## src/rtl/cnm_pkg.sv

```systemverilog
`timescale 1ns / 1ps
// Shared types and constants for the CAN network-management state machine.
// No dependencies.
package cnm_pkg;

  localparam int CHANNELS_DEF = 4;

  // main state codes
  localparam logic [2:0] ST_SLEEP   = 3'd0;
  localparam logic [2:0] ST_REPEAT  = 3'd1;
  localparam logic [2:0] ST_NORMAL  = 3'd2;
  localparam logic [2:0] ST_READY   = 3'd3;
  localparam logic [2:0] ST_PREPARE = 3'd4;

  // state code carried in the NM frame
  localparam logic [2:0] TX_NONE         = 3'd0;
  localparam logic [2:0] TX_REP_FROM_BSM = 3'd1;
  localparam logic [2:0] TX_NRM_FROM_REP = 3'd2;
  localparam logic [2:0] TX_NRM_FROM_RSL = 3'd3;
  localparam logic [2:0] TX_REP_FROM_PBS = 3'd4;

  // config register indexes
  localparam logic [2:0] REG_REPEAT_MSG    = 3'd0;
  localparam logic [2:0] REG_IMMED_COUNT   = 3'd1;
  localparam logic [2:0] REG_IMMED_CYCLE   = 3'd2;
  localparam logic [2:0] REG_NM_CYCLE      = 3'd3;
  localparam logic [2:0] REG_NM_TIMEOUT    = 3'd4;
  localparam logic [2:0] REG_WAIT_BUS_SLP  = 3'd5;

  localparam logic [15:0] RST_REPEAT_MSG   = 16'd150;
  localparam logic [7:0]  RST_IMMED_COUNT  = 8'd3;
  localparam logic [15:0] RST_IMMED_CYCLE  = 16'd2;
  localparam logic [15:0] RST_NM_CYCLE     = 16'd50;
  localparam logic [15:0] RST_NM_TIMEOUT   = 16'd200;
  localparam logic [15:0] RST_WAIT_BUS_SLP = 16'd150;

  typedef struct packed {
    logic [15:0] repeat_msg_ticks;
    logic [7:0]  immediate_count;
    logic [15:0] immediate_cycle_ticks;
    logic [15:0] nm_cycle_ticks;
    logic [15:0] nm_timeout_ticks;
    logic [15:0] wait_bus_sleep_ticks;
  } cfg_t;

  // per-channel context word held in the state memory
  typedef struct packed {
    logic [2:0]  main_state;
    logic [15:0] phase_delay;
    logic [7:0]  burst_left;
    logic [15:0] interval_count;
    logic [15:0] timeout_count;
    logic        rx_pending;
    logic [2:0]  frame_state_code;
    logic        frame_wake_bit;
  } ctx_t;

  localparam ctx_t CTX_RST = '{
    main_state:       ST_SLEEP,
    phase_delay:      16'd0,
    burst_left:       8'd0,
    interval_count:   16'd0,
    timeout_count:    RST_NM_TIMEOUT,
    rx_pending:       1'b0,
    frame_state_code: TX_NONE,
    frame_wake_bit:   1'b0
  };

  typedef struct packed {
    logic [2:0] new_state;
    logic       send_nm;
    logic       app_open;
    logic       app_close;
    logic [2:0] tx_state_code;
    logic       wake_kind;
  } res_t;

endpackage

```

## src/rtl/cnm_step.sv

```systemverilog
`timescale 1ns / 1ps
// One tick of the NM state machine on one channel context: next context and result.
// Depends on cnm_pkg.
module cnm_step (
  input  cnm_pkg::ctx_t cur_i,
  input  logic          req_i,
  input  logic          rx_i,
  input  cnm_pkg::cfg_t cfg_i,
  output cnm_pkg::ctx_t nxt_o,
  output cnm_pkg::res_t res_o
);

  logic [2:0]  st;
  logic [2:0]  nx;
  logic        send;
  logic        open;
  logic        close;
  logic [2:0]  code;
  logic [15:0] to_dec;
  logic [15:0] to_run;
  logic [7:0]  burst_dec;
  cnm_pkg::ctx_t n;

  // timeout countdown as run while in repeat or normal
  always_comb begin
    to_dec = (cur_i.timeout_count != 16'd0) ? cur_i.timeout_count - 16'd1 : 16'd0;
    to_run = (to_dec == 16'd0) ? cfg_i.nm_timeout_ticks : to_dec;
  end

  assign burst_dec = cur_i.burst_left - 8'd1;

  always_comb begin
    n            = cur_i;
    n.rx_pending = cur_i.rx_pending | rx_i;
    st    = (cur_i.main_state > cnm_pkg::ST_PREPARE) ? cnm_pkg::ST_SLEEP : cur_i.main_state;
    nx    = st;
    send  = 1'b0;
    open  = 1'b0;
    close = 1'b0;
    code  = cnm_pkg::TX_NONE;

    unique case (st)
      cnm_pkg::ST_SLEEP: begin
        if (req_i) begin
          n.frame_wake_bit = 1'b1;
          code = cnm_pkg::TX_REP_FROM_BSM;
          nx   = cnm_pkg::ST_REPEAT;
        end else if (n.rx_pending) begin
          n.rx_pending     = 1'b0;
          n.frame_wake_bit = 1'b0;
          code = cnm_pkg::TX_REP_FROM_BSM;
          nx   = cnm_pkg::ST_REPEAT;
        end else begin
          close = 1'b1;
        end
      end
      cnm_pkg::ST_REPEAT: begin
        if (cur_i.phase_delay == 16'd0) begin
          if (req_i) begin
            code = cnm_pkg::TX_NRM_FROM_REP;
            nx   = cnm_pkg::ST_NORMAL;
          end else begin
            nx = cnm_pkg::ST_READY;
          end
        end else begin
          n.phase_delay = cur_i.phase_delay - 16'd1;
          if (cur_i.interval_count != 16'd0) begin
            n.interval_count = cur_i.interval_count - 16'd1;
          end else if (cur_i.burst_left != 8'd0) begin
            send         = 1'b1;
            n.burst_left = burst_dec;
            n.interval_count = (burst_dec == 8'd0) ? cfg_i.nm_cycle_ticks
                                                   : cfg_i.immediate_cycle_ticks;
          end else begin
            send             = 1'b1;
            n.interval_count = cfg_i.nm_cycle_ticks;
          end
          n.timeout_count = to_run;
        end
      end
      cnm_pkg::ST_NORMAL: begin
        n.rx_pending = 1'b0;
        if (!req_i) begin
          nx = cnm_pkg::ST_READY;
        end else begin
          if (cur_i.interval_count != 16'd0) begin
            n.interval_count = cur_i.interval_count - 16'd1;
          end else begin
            n.interval_count = cfg_i.nm_cycle_ticks;
            send = 1'b1;
          end
          n.timeout_count = to_run;
        end
      end
      cnm_pkg::ST_READY: begin
        if (req_i) begin
          n.interval_count = cfg_i.nm_cycle_ticks;
          send = 1'b1;
          code = cnm_pkg::TX_NRM_FROM_RSL;
          nx   = cnm_pkg::ST_NORMAL;
        end else if (n.rx_pending) begin
          n.rx_pending = 1'b0;
        end else if (cur_i.timeout_count != 16'd0) begin
          n.timeout_count = cur_i.timeout_count - 16'd1;
        end else begin
          nx = cnm_pkg::ST_PREPARE;
        end
      end
      default: begin
        if (req_i) begin
          code = cnm_pkg::TX_REP_FROM_PBS;
          nx   = cnm_pkg::ST_REPEAT;
        end else if (n.rx_pending) begin
          n.rx_pending = 1'b0;
          code = cnm_pkg::TX_REP_FROM_PBS;
          nx   = cnm_pkg::ST_REPEAT;
        end else if (cur_i.phase_delay != 16'd0) begin
          n.phase_delay = cur_i.phase_delay - 16'd1;
        end else begin
          nx = cnm_pkg::ST_SLEEP;
        end
      end
    endcase

    if (code != cnm_pkg::TX_NONE) begin
      n.frame_state_code = code;
    end

    // entry actions
    if (nx != st) begin
      if (nx == cnm_pkg::ST_REPEAT) begin
        n.phase_delay    = cfg_i.repeat_msg_ticks;
        n.burst_left     = cfg_i.immediate_count - 8'd1;
        n.interval_count = cfg_i.immediate_cycle_ticks;
        send = 1'b1;
        open = 1'b1;
      end else if (nx == cnm_pkg::ST_PREPARE) begin
        n.phase_delay = cfg_i.wait_bus_sleep_ticks;
        close = 1'b1;
      end
    end
    n.main_state = nx;
  end

  assign nxt_o = n;
  assign res_o = '{
    new_state:     nx,
    send_nm:       send,
    app_open:      open,
    app_close:     close,
    tx_state_code: code,
    wake_kind:     n.frame_wake_bit
  };

endmodule

```

## src/rtl/can_network_management_fsm.sv

```systemverilog
`timescale 1ns / 1ps
// CAN network-management state machine, one context per channel.
// Depends on cnm_pkg and cnm_step.
//
// Usage:
// - Input channel: one tick word per handshake (channel, request, nm_rx), taken
//   when in_valid_i is high and in_stall_o is low. Each tick advances the
//   addressed channel's state machine by one step.
// - Output channel: one result word per tick, handed over when out_valid_o is
//   high and out_stall_i is low. Ticks for a channel at or above CHANNELS are
//   dropped and give no result.
// - Stage 1 registers the tick and reads its context on the accepting edge; the
//   result enters the output register as stage 1 advances. Throughput: one tick
//   per cycle while the output is not held, set by the read-modify-write of the
//   context memory; back-to-back ticks on a channel bypass the last written context.
// - Stall: while the output word is held, the compute stage holds its tick and
//   in_stall_o rises only when that stage is full behind a held output.
// - Reset: all channels read as bus sleep with reset counters (context valid bits
//   cleared at once, no clearing pass); config registers take their reset values.
//   The user must make config writes only while the block is idle; not enforced.
module can_network_management_fsm #(
  parameter int CHANNELS = cnm_pkg::CHANNELS_DEF
) (
  input  logic        clk_i,
  input  logic        rst_ni,
  // config write port
  input  logic        cfg_we_i,
  input  logic [2:0]  cfg_idx_i,
  input  logic [15:0] cfg_data_i,
  // tick input
  input  logic        in_valid_i,
  output logic        in_stall_o,
  input  logic [1:0]  channel_i,
  input  logic        request_i,
  input  logic        nm_rx_i,
  // result output
  output logic        out_valid_o,
  input  logic        out_stall_i,
  output logic [1:0]  out_channel_o,
  output logic [2:0]  new_state_o,
  output logic        send_nm_o,
  output logic        app_open_o,
  output logic        app_close_o,
  output logic [2:0]  tx_state_code_o,
  output logic        wake_kind_o
);

  localparam int CH_W = (CHANNELS > 1) ? $clog2(CHANNELS) : 1;

  // ---------------------------------------------------------------- config
  cnm_pkg::cfg_t cfg_q;

  always_ff @(posedge clk_i or negedge rst_ni) begin
    if (!rst_ni) begin
      cfg_q.repeat_msg_ticks      <= cnm_pkg::RST_REPEAT_MSG;
      cfg_q.immediate_count       <= cnm_pkg::RST_IMMED_COUNT;
      cfg_q.immediate_cycle_ticks <= cnm_pkg::RST_IMMED_CYCLE;
      cfg_q.nm_cycle_ticks        <= cnm_pkg::RST_NM_CYCLE;
      cfg_q.nm_timeout_ticks      <= cnm_pkg::RST_NM_TIMEOUT;
      cfg_q.wait_bus_sleep_ticks  <= cnm_pkg::RST_WAIT_BUS_SLP;
    end else if (cfg_we_i) begin
      unique case (cfg_idx_i)
        cnm_pkg::REG_REPEAT_MSG:   cfg_q.repeat_msg_ticks      <= cfg_data_i;
        cnm_pkg::REG_IMMED_COUNT:  cfg_q.immediate_count       <= cfg_data_i[7:0];
        cnm_pkg::REG_IMMED_CYCLE:  cfg_q.immediate_cycle_ticks <= cfg_data_i;
        cnm_pkg::REG_NM_CYCLE:     cfg_q.nm_cycle_ticks        <= cfg_data_i;
        cnm_pkg::REG_NM_TIMEOUT:   cfg_q.nm_timeout_ticks      <= cfg_data_i;
        cnm_pkg::REG_WAIT_BUS_SLP: cfg_q.wait_bus_sleep_ticks  <= cfg_data_i;
        default: ;  // unmapped index, write dropped
      endcase
    end
  end

  // ---------------------------------------------------------------- handshake
  logic out_vld_q;
  logic s1_vld_q;
  logic s1_adv;
  logic in_acc;

  assign s1_adv     = s1_vld_q & (~out_vld_q | ~out_stall_i);
  assign in_stall_o = s1_vld_q & ~s1_adv;
  assign in_acc     = in_valid_i & ~in_stall_o;

  // ---------------------------------------------------------------- stage 1 regs
  logic [1:0] s1_ch_q;
  logic       s1_req_q;
  logic       s1_rx_q;
  logic       s1_present;

  always_ff @(posedge clk_i or negedge rst_ni) begin
    if (!rst_ni) begin
      s1_vld_q <= 1'b0;
    end else if (in_acc) begin
      s1_vld_q <= 1'b1;
    end else if (s1_adv) begin
      s1_vld_q <= 1'b0;
    end
  end

  always_ff @(posedge clk_i) begin
    if (in_acc) begin
      s1_ch_q  <= channel_i;
      s1_req_q <= request_i;
      s1_rx_q  <= nm_rx_i;
    end
  end

  assign s1_present = (32'(s1_ch_q) < CHANNELS);

  // ---------------------------------------------------------------- context memory
  cnm_pkg::ctx_t         ctx_mem [CHANNELS];
  cnm_pkg::ctx_t         rd_q;
  logic                  rd_vld_q;
  logic [CHANNELS-1:0]   ctx_vld_q;
  logic [CH_W-1:0]       rd_addr;
  logic [CH_W-1:0]       wr_addr;
  logic                  wr_en;
  cnm_pkg::ctx_t         ctx_nxt;

  assign rd_addr = CH_W'(channel_i);
  assign wr_addr = CH_W'(s1_ch_q);
  assign wr_en   = s1_adv & s1_present;

  always_ff @(posedge clk_i) begin
    if (wr_en) begin
      ctx_mem[wr_addr] <= ctx_nxt;
    end
  end

  always_ff @(posedge clk_i) begin
    if (in_acc) begin
      rd_q     <= ctx_mem[rd_addr];
      rd_vld_q <= ctx_vld_q[rd_addr];
    end
  end

  // entry valid bits: an unwritten context reads as the reset context
  always_ff @(posedge clk_i or negedge rst_ni) begin
    if (!rst_ni) begin
      ctx_vld_q <= '0;
    end else if (wr_en) begin
      ctx_vld_q[wr_addr] <= 1'b1;
    end
  end

  // bypass of the last write: covers a read taken on the same edge as the write
  cnm_pkg::ctx_t wb_q;
  logic [1:0]    wb_ch_q;
  logic          wb_vld_q;
  cnm_pkg::ctx_t ctx_cur;

  always_ff @(posedge clk_i or negedge rst_ni) begin
    if (!rst_ni) begin
      wb_vld_q <= 1'b0;
    end else if (wr_en) begin
      wb_vld_q <= 1'b1;
    end
  end

  always_ff @(posedge clk_i) begin
    if (wr_en) begin
      wb_q    <= ctx_nxt;
      wb_ch_q <= s1_ch_q;
    end
  end

  always_comb begin
    if (wb_vld_q && (wb_ch_q == s1_ch_q)) begin
      ctx_cur = wb_q;
    end else if (rd_vld_q) begin
      ctx_cur = rd_q;
    end else begin
      ctx_cur = cnm_pkg::CTX_RST;
    end
  end

  // ---------------------------------------------------------------- step logic
  cnm_pkg::res_t res;

  cnm_step u_step (
    .cur_i (ctx_cur),
    .req_i (s1_req_q),
    .rx_i  (s1_rx_q),
    .cfg_i (cfg_q),
    .nxt_o (ctx_nxt),
    .res_o (res)
  );

  // ---------------------------------------------------------------- output register
  logic [1:0]    out_ch_q;
  cnm_pkg::res_t out_res_q;

  always_ff @(posedge clk_i or negedge rst_ni) begin
    if (!rst_ni) begin
      out_vld_q <= 1'b0;
    end else if (s1_adv) begin
      out_vld_q <= s1_present;
    end else if (!out_stall_i) begin
      out_vld_q <= 1'b0;
    end
  end

  always_ff @(posedge clk_i) begin
    if (s1_adv && s1_present) begin
      out_ch_q  <= s1_ch_q;
      out_res_q <= res;
    end
  end

  assign out_valid_o     = out_vld_q;
  assign out_channel_o   = out_ch_q;
  assign new_state_o     = out_res_q.new_state;
  assign send_nm_o       = out_res_q.send_nm;
  assign app_open_o      = out_res_q.app_open;
  assign app_close_o     = out_res_q.app_close;
  assign tx_state_code_o = out_res_q.tx_state_code;
  assign wake_kind_o     = out_res_q.wake_kind;

endmodule

```

## config.mk

```make
export PLATFORM = sky130hd
export DESIGN_NAME = can_network_management_fsm
export DESIGN_NICKNAME = d
export VERILOG_FILES = /design/src/rtl/cnm_pkg.sv /design/src/rtl/cnm_step.sv /design/src/rtl/can_network_management_fsm.sv
export SDC_FILE = /design/constraint.sdc
export NUM_CORES = 1
export LEC_CHECK = 0
export ABC_AREA = 1
export BUFFER_PORTS_ARGS = -buffer_cell sky130_fd_sc_hd__buf_2
export CORE_ASPECT_RATIO = 0.6
export CORE_UTILIZATION = 41
export CTS_CLUSTER_DIAMETER = 120
export CTS_CLUSTER_SIZE = 12
export DETAILED_ROUTE_END_ITERATION = 8
export GPL_TIMING_DRIVEN = 0
export HOLD_SLACK_MARGIN = 0.02
export PLACE_DENSITY_LB_ADDON = 0.15
export SYNTH_ARGS = -nofsm -noshare
export SYNTH_HDL_FRONTEND = slang
export SYNTH_HIERARCHICAL = 1
export SYNTH_SLANG_ARGS = --single-unit
export TNS_END_PERCENT = 10
```

## constraint.sdc

```tcl
create_clock -name clk_i -period 5.3 [get_ports clk_i]
set_input_delay 1.325 -clock clk_i [delete_from_list [all_inputs] [get_ports clk_i]]
set_output_delay 1.325 -clock clk_i [all_outputs]
set_load 0.1 [all_outputs]
```

Word-level counts from Yosys, hierarchy flattened
Memory sizes are Yosys's and may differ from the RTL's. A register that Yosys moved wholly into a read port is not among the register bits.
Index checks and enable logic that the tools add are counted.

word-level totals
  register bits after elaboration = 172
  memory bits (writable) = 256
  input port bits = 28
  output and inout bits = 14
  word-level logic and storage cells = 157
  memories kept = 1

cells by class
  add/subtract/negate cells = 5
  magnitude comparators = 4
  equality and inequality tests = 13
  muxes and demuxes = 77
  bitwise operators = 10
  reductions and logical operators = 20

memories
  name     words  width  read ports  clocked after memory_dff  wr ports  RTL line                           text
  ctx_mem  4      64     1           1                         1         can_network_management_fsm.sv:111  cnm_pkg::ctx_t ctx_mem [CHANNELS];

operators by type and width
  kind                     number
  $mux W16                 14
  $mux W64                 2
  $pmux W32 S3             1
  $mux W56                 1
  $mux W3                  16
  $reduce_bool A16 Y1      3
  $sub A16 B1 Y16 const B  3
  $mux W40                 1
  $logic_not A16 Y1        2
  $mux W32                 1
  $pmux W16 S2             1
  $mux W1                  27
  $mux W24                 1
  $mux W8                  3
  $pmux W3 S4              2
  $mux W17                 1
  $sub A8 B1 Y8 const B    2
  $eq A3 B2 Y1 const B     4
  $reduce_and A2 Y1        6
  $eq A3 B1 Y1 const B     3
  $eq A3 B3 Y1 const B     3
  $logic_not A8 Y1         1
  $reduce_bool A8 Y1       1
  $logic_not A3 Y1         2
  other kinds (18)         28

Logic depth before layout (Yosys ltp)
  depth after elaboration = 13
  gate-level depth with buffers = 24
  mapped depth without buffers = 21

Modules after synthesis
Netlist, hierarchy kept.

by module, submodules not included
  module                      times used  cells an instance  area an instance (um^2)  sequential area each (um^2)
  can_network_management_fsm  1           1471               18845.6                  14440.1
  cnm_step                    1           1116               5461.5                   0.0

Worst setup path before layout
No wires, ideal clock.

  kind = input port to flip-flop
  start point = input port out_stall_i
  end point = memory ctx_mem[0][0] in the netlist's numbering, enable pin
  library setup time = 0.487 ns
  data arrival time = 4.323 ns
  data required time = 4.813 ns
  slack = 0.489 ns
  stages = 3
  path buffers = 0
  cells stage by stage = nand2_1 -> nand2_1 -> nor2_1

between the ends
  longest elaborated chain between the ends = 5

ends and longest elaborated chain
  element                        RTL line                           text
  start, declared                can_network_management_fsm.sv:38   input logic out_stall_i,
  $not A1 Y1                     can_network_management_fsm.sv:80   assign s1_adv = s1_vld_q & (~out_vld_q | ~out_stall_i);
  $or A1 B1 Y1                   can_network_management_fsm.sv:80
  $and A1 B1 Y1                  can_network_management_fsm.sv:80
  $mux W1                        can_network_management_fsm.sv:125  if (wr_en) begin
  $mux W1 (not written as such)  can_network_management_fsm.sv:126  ctx_mem[wr_addr] <= ctx_nxt;
  end, declared                  can_network_management_fsm.sv:111

Every way passes these cells.

==> flow_metrics.py <==
metrics = {
    "route": {
        "post-route-drc-count": 0,
        "pre_antenna_drt_iters": 7,
        "dr.first_iter.drc_count": 2481,
        "route.final.wire_length_um": 82700,
        "route.detailed.wl_per_inst_um": 24.1,
        "drtAntennaViolNets": 0,
        "detail_route.vias_per_cell": 5.59,
        "route.vias.total": 19100,
    },
    "power": {
        "power.density_nw_per_um2": 427,
        "ir_drop_uv": 265,
        "cellLeakagePower_nw": 10.7,
    },
    "floorplan": {
        "initial_utilization_pct": 41.9,
        "dieWidth_um": 312,
        "die_height_um": 188,
        "core_area_um2": 56300,
        "fp.dieArea_um2": 58600,
        "placementRows": 67,
        "top_level_ports": 42,
    },
    "status": {
        "outcome": "finished, final reports clean",
    },
    "critical_path": {
        "worst-r2r-setup-slack_ps": 180,
        "worst_r2r_path_depth": 19,
        "worstSetupStartpointType": "flip-flop",
        "regToRegEndpoint": "ctx_mem[2][8]",
        "worst-path-max-fanout": 10,
        "worstSetupPathType": "flip-flop to flip-flop",
        "worstSetupEndpointType": "flip-flop",
        "crit_start": "s1_ch_q[0]",
        "critPathArrivalTime_ps": 5410,
        "r2r-start": "s1_ch_q[0]",
        "required_ps": 5580,
    },
    "timing": {
        "finalMaxSlewViolations": 0,
        "finalCritPeriodShare_pct": 96.7,
        "finClkSkew_ps": 44.4,
        "finalCriticalPeriod_ps": 5120,
        "setup_repair_after_global_routing_missed_its_margin": "false",
        "worst_case_setup_margin_in_the_final_layout_ps": 177,
        "tightestPinTransition_ps": 1170,
        "slew-limit-headroom_pct": 21.7,
        "timing.final.setup_violations": 0,
        "number_of_hold_slack_violations_in_the_final_timing_report": 0,
        "max_freq_ghz": 0.195,
        "setup_tns_ps": 0,
    },
    "finish": {
        "drive_gt1_share_pct": 10.6,
        "postLayoutCellArea_um2": 26400,
        "syn2layout_area_growth_pct": 11.8,
        "layout.nets": 2667,
        "final_cell_count_no_fill": 3426,
    },
    "flow_run": {
        "max_cap_violations": 0,
    },
    "logic_synthesis": {
        "cells_after_synth": 2531,
        "synth_warnings": 6,
        "synth.net_count": 2568,
        "syn_area_per_cell_um2": 9.32,
        "synthesis.area_um2": 23600,
    },
    "global_routing": {
        "grt_first_pass_wirelength_um": 121000,
        "grt_usage_pct": 28.3,
        "vias_in_the_first_global_route": 17700,
        "leftover_overflow_at_the_end_of_global_routing": 0,
        "antenna_violations_before_repair": 0,
        "grt_start_max_net_pins": 70,
    },
    "clock_tree": {
        "post_cts_resize_count": 0,
        "cts_setup_buffers": 0,
        "cts_inserted_buffers": 45,
        "clk-insertion-delay-late_ps": 620,
        "clock_tree.htree_level_count": 2,
        "clock-sinks": 478,
        "clk_root_buffer_cell": "sky130_fd_sc_hd__clkbuf_16",
        "clockBufferDepth": 3,
        "tritoncts_clock_tree": "built",
        "clkSlewWorstSetupHoldPaths_ps": 60,
        "hold_buffers": 0,
    },
    "min_path": {
        "timing.hold.worst.class": "flip-flop to flip-flop",
        "hold_end": "ctx_vld_q[1]",
        "worst_hold_startpoint": "ctx_vld_q[1]",
        "whs_path_depth": 2,
    },
    "placement": {
        "detailed_place.area_um2": 25000,
        "place_congestion": 1.00,
        "place_worst_setup_slack_ps": 192,
        "port-buffer-count": 41,
        "dpl.hpwl_um": 60600,
        "numPlacedInstances": 3342,
    },
}
==> through the flow <==
step | hold slack [ps] | utilization (%) | power (mW)
after CTS | 468 | 46.8 | 11.2
after detailed placement | 454 | 44.4 | 8.14
final | 468 | 46.8 | 11.3
after floorplan | 428 | - | 6.97
after global placement | 445 | 43.9 | 8.08
after global routing | 491 | 46.8 | 11.8
==> flip-flops by register name, indices dropped and copies added, names as in the netlist <==
register         cells
rd_vld_q             1
wb_q                61
new_state_o          3
s1_ch_q              2
app_close_o          1
cfg_q               88
s1_vld_q             1
s1_rx_q              1
tx_state_code_o      3
wb_vld_q             1
wake_kind_o          1
s1_req_q             1
rd_q                61
ctx_mem            244
app_open_o           1
out_valid_o          1
out_channel_o        2
ctx_vld_q            4
send_nm_o            1
==> how the worst max path moves through the flow <==
stage / endpoint / slack (ps) / cells past startpoint
floorplan: ctx_mem[0][0] / 620 / 3
detailed placement: ctx_mem[3][12] / 190 / 18
finish: ctx_mem[2][8] / 180 / 19
global route: ctx_mem[2][60] / 50 / 18
CTS: ctx_mem[3][12] / 190 / 18
global placement: ctx_vld_q[3] / -2190 / 5
==> metal layers <==
layer  vias to the layer above  global-route usage (%)  wire length (um)
met4                         0                    5.03              1100
met1                      9359                    45.7             41000
met3                        80                    11.0             11000
met5                         -                       0                 0
met2                       906                    34.6             29700
li1                       8794                       -                 -
==> layout by cell type (no fill, tap or decap), drive strengths merged <==
cell    instances
nor4            2
nand3b         11
nor2          321
o22ai          73
dfrtp          78
and2            1
nand4          18
nor2b           5
or2            11
xor2           21
buf           116
diode           1
a221oi          2
o21ai         297
nor3           13
nand2         617
o32ai           1
edfxtp        383
a31oi           6
or3             1
a22oi           6
ha              9
a211oi          4
a21oi          58
clkinv          7
dfstp          17
clkbuf        149
o221ai          8
and3            1
inv           217
nand3         187
xnor2           8
o211ai         18
==> power by group <==
group | total, mW | internal [mW] | switching (mW)
combinational | 3.09 | 0.759 | 2.33
sequential | 5.10 | 4.88 | 0.225
clock | 3.07 | 1.62 | 1.44
total | 11.3 | 7.26 | 4.00
==> worst max-delay path, stage by stage (launching register included) <==
cell	delay, ps
sky130_fd_sc_hd__edfxtp_1	490
sky130_fd_sc_hd__a21oi_1	280
sky130_fd_sc_hd__nand3_4	310
sky130_fd_sc_hd__clkbuf_8	280
sky130_fd_sc_hd__nand2_1	60
sky130_fd_sc_hd__nand2_1	250
sky130_fd_sc_hd__inv_1	330
sky130_fd_sc_hd__ha_1	230
sky130_fd_sc_hd__nand3_1	110
sky130_fd_sc_hd__nor2_1	270
sky130_fd_sc_hd__nand2_1	280
sky130_fd_sc_hd__ha_1	260
sky130_fd_sc_hd__inv_1	130
sky130_fd_sc_hd__nand3_2	120
sky130_fd_sc_hd__nor2_4	200
sky130_fd_sc_hd__nand3_4	150
sky130_fd_sc_hd__buf_6	190
sky130_fd_sc_hd__a21oi_2	110
sky130_fd_sc_hd__nand2_1	70
sky130_fd_sc_hd__a21oi_2	650
==> final cells by class <==
class                   instances  area [um2]
diodes                          1        2.50
plain buffers                 132         758
clock buffers                  81        1270
clock inverters                 2        46.3
fillers                      5444       29900
inverters                     222         840
multi-input cells            1699        8180
flip-flops and latches        478       13900
well taps                     759         950
repair buffers                 52         443
Power figures use the tool's default switching activity.
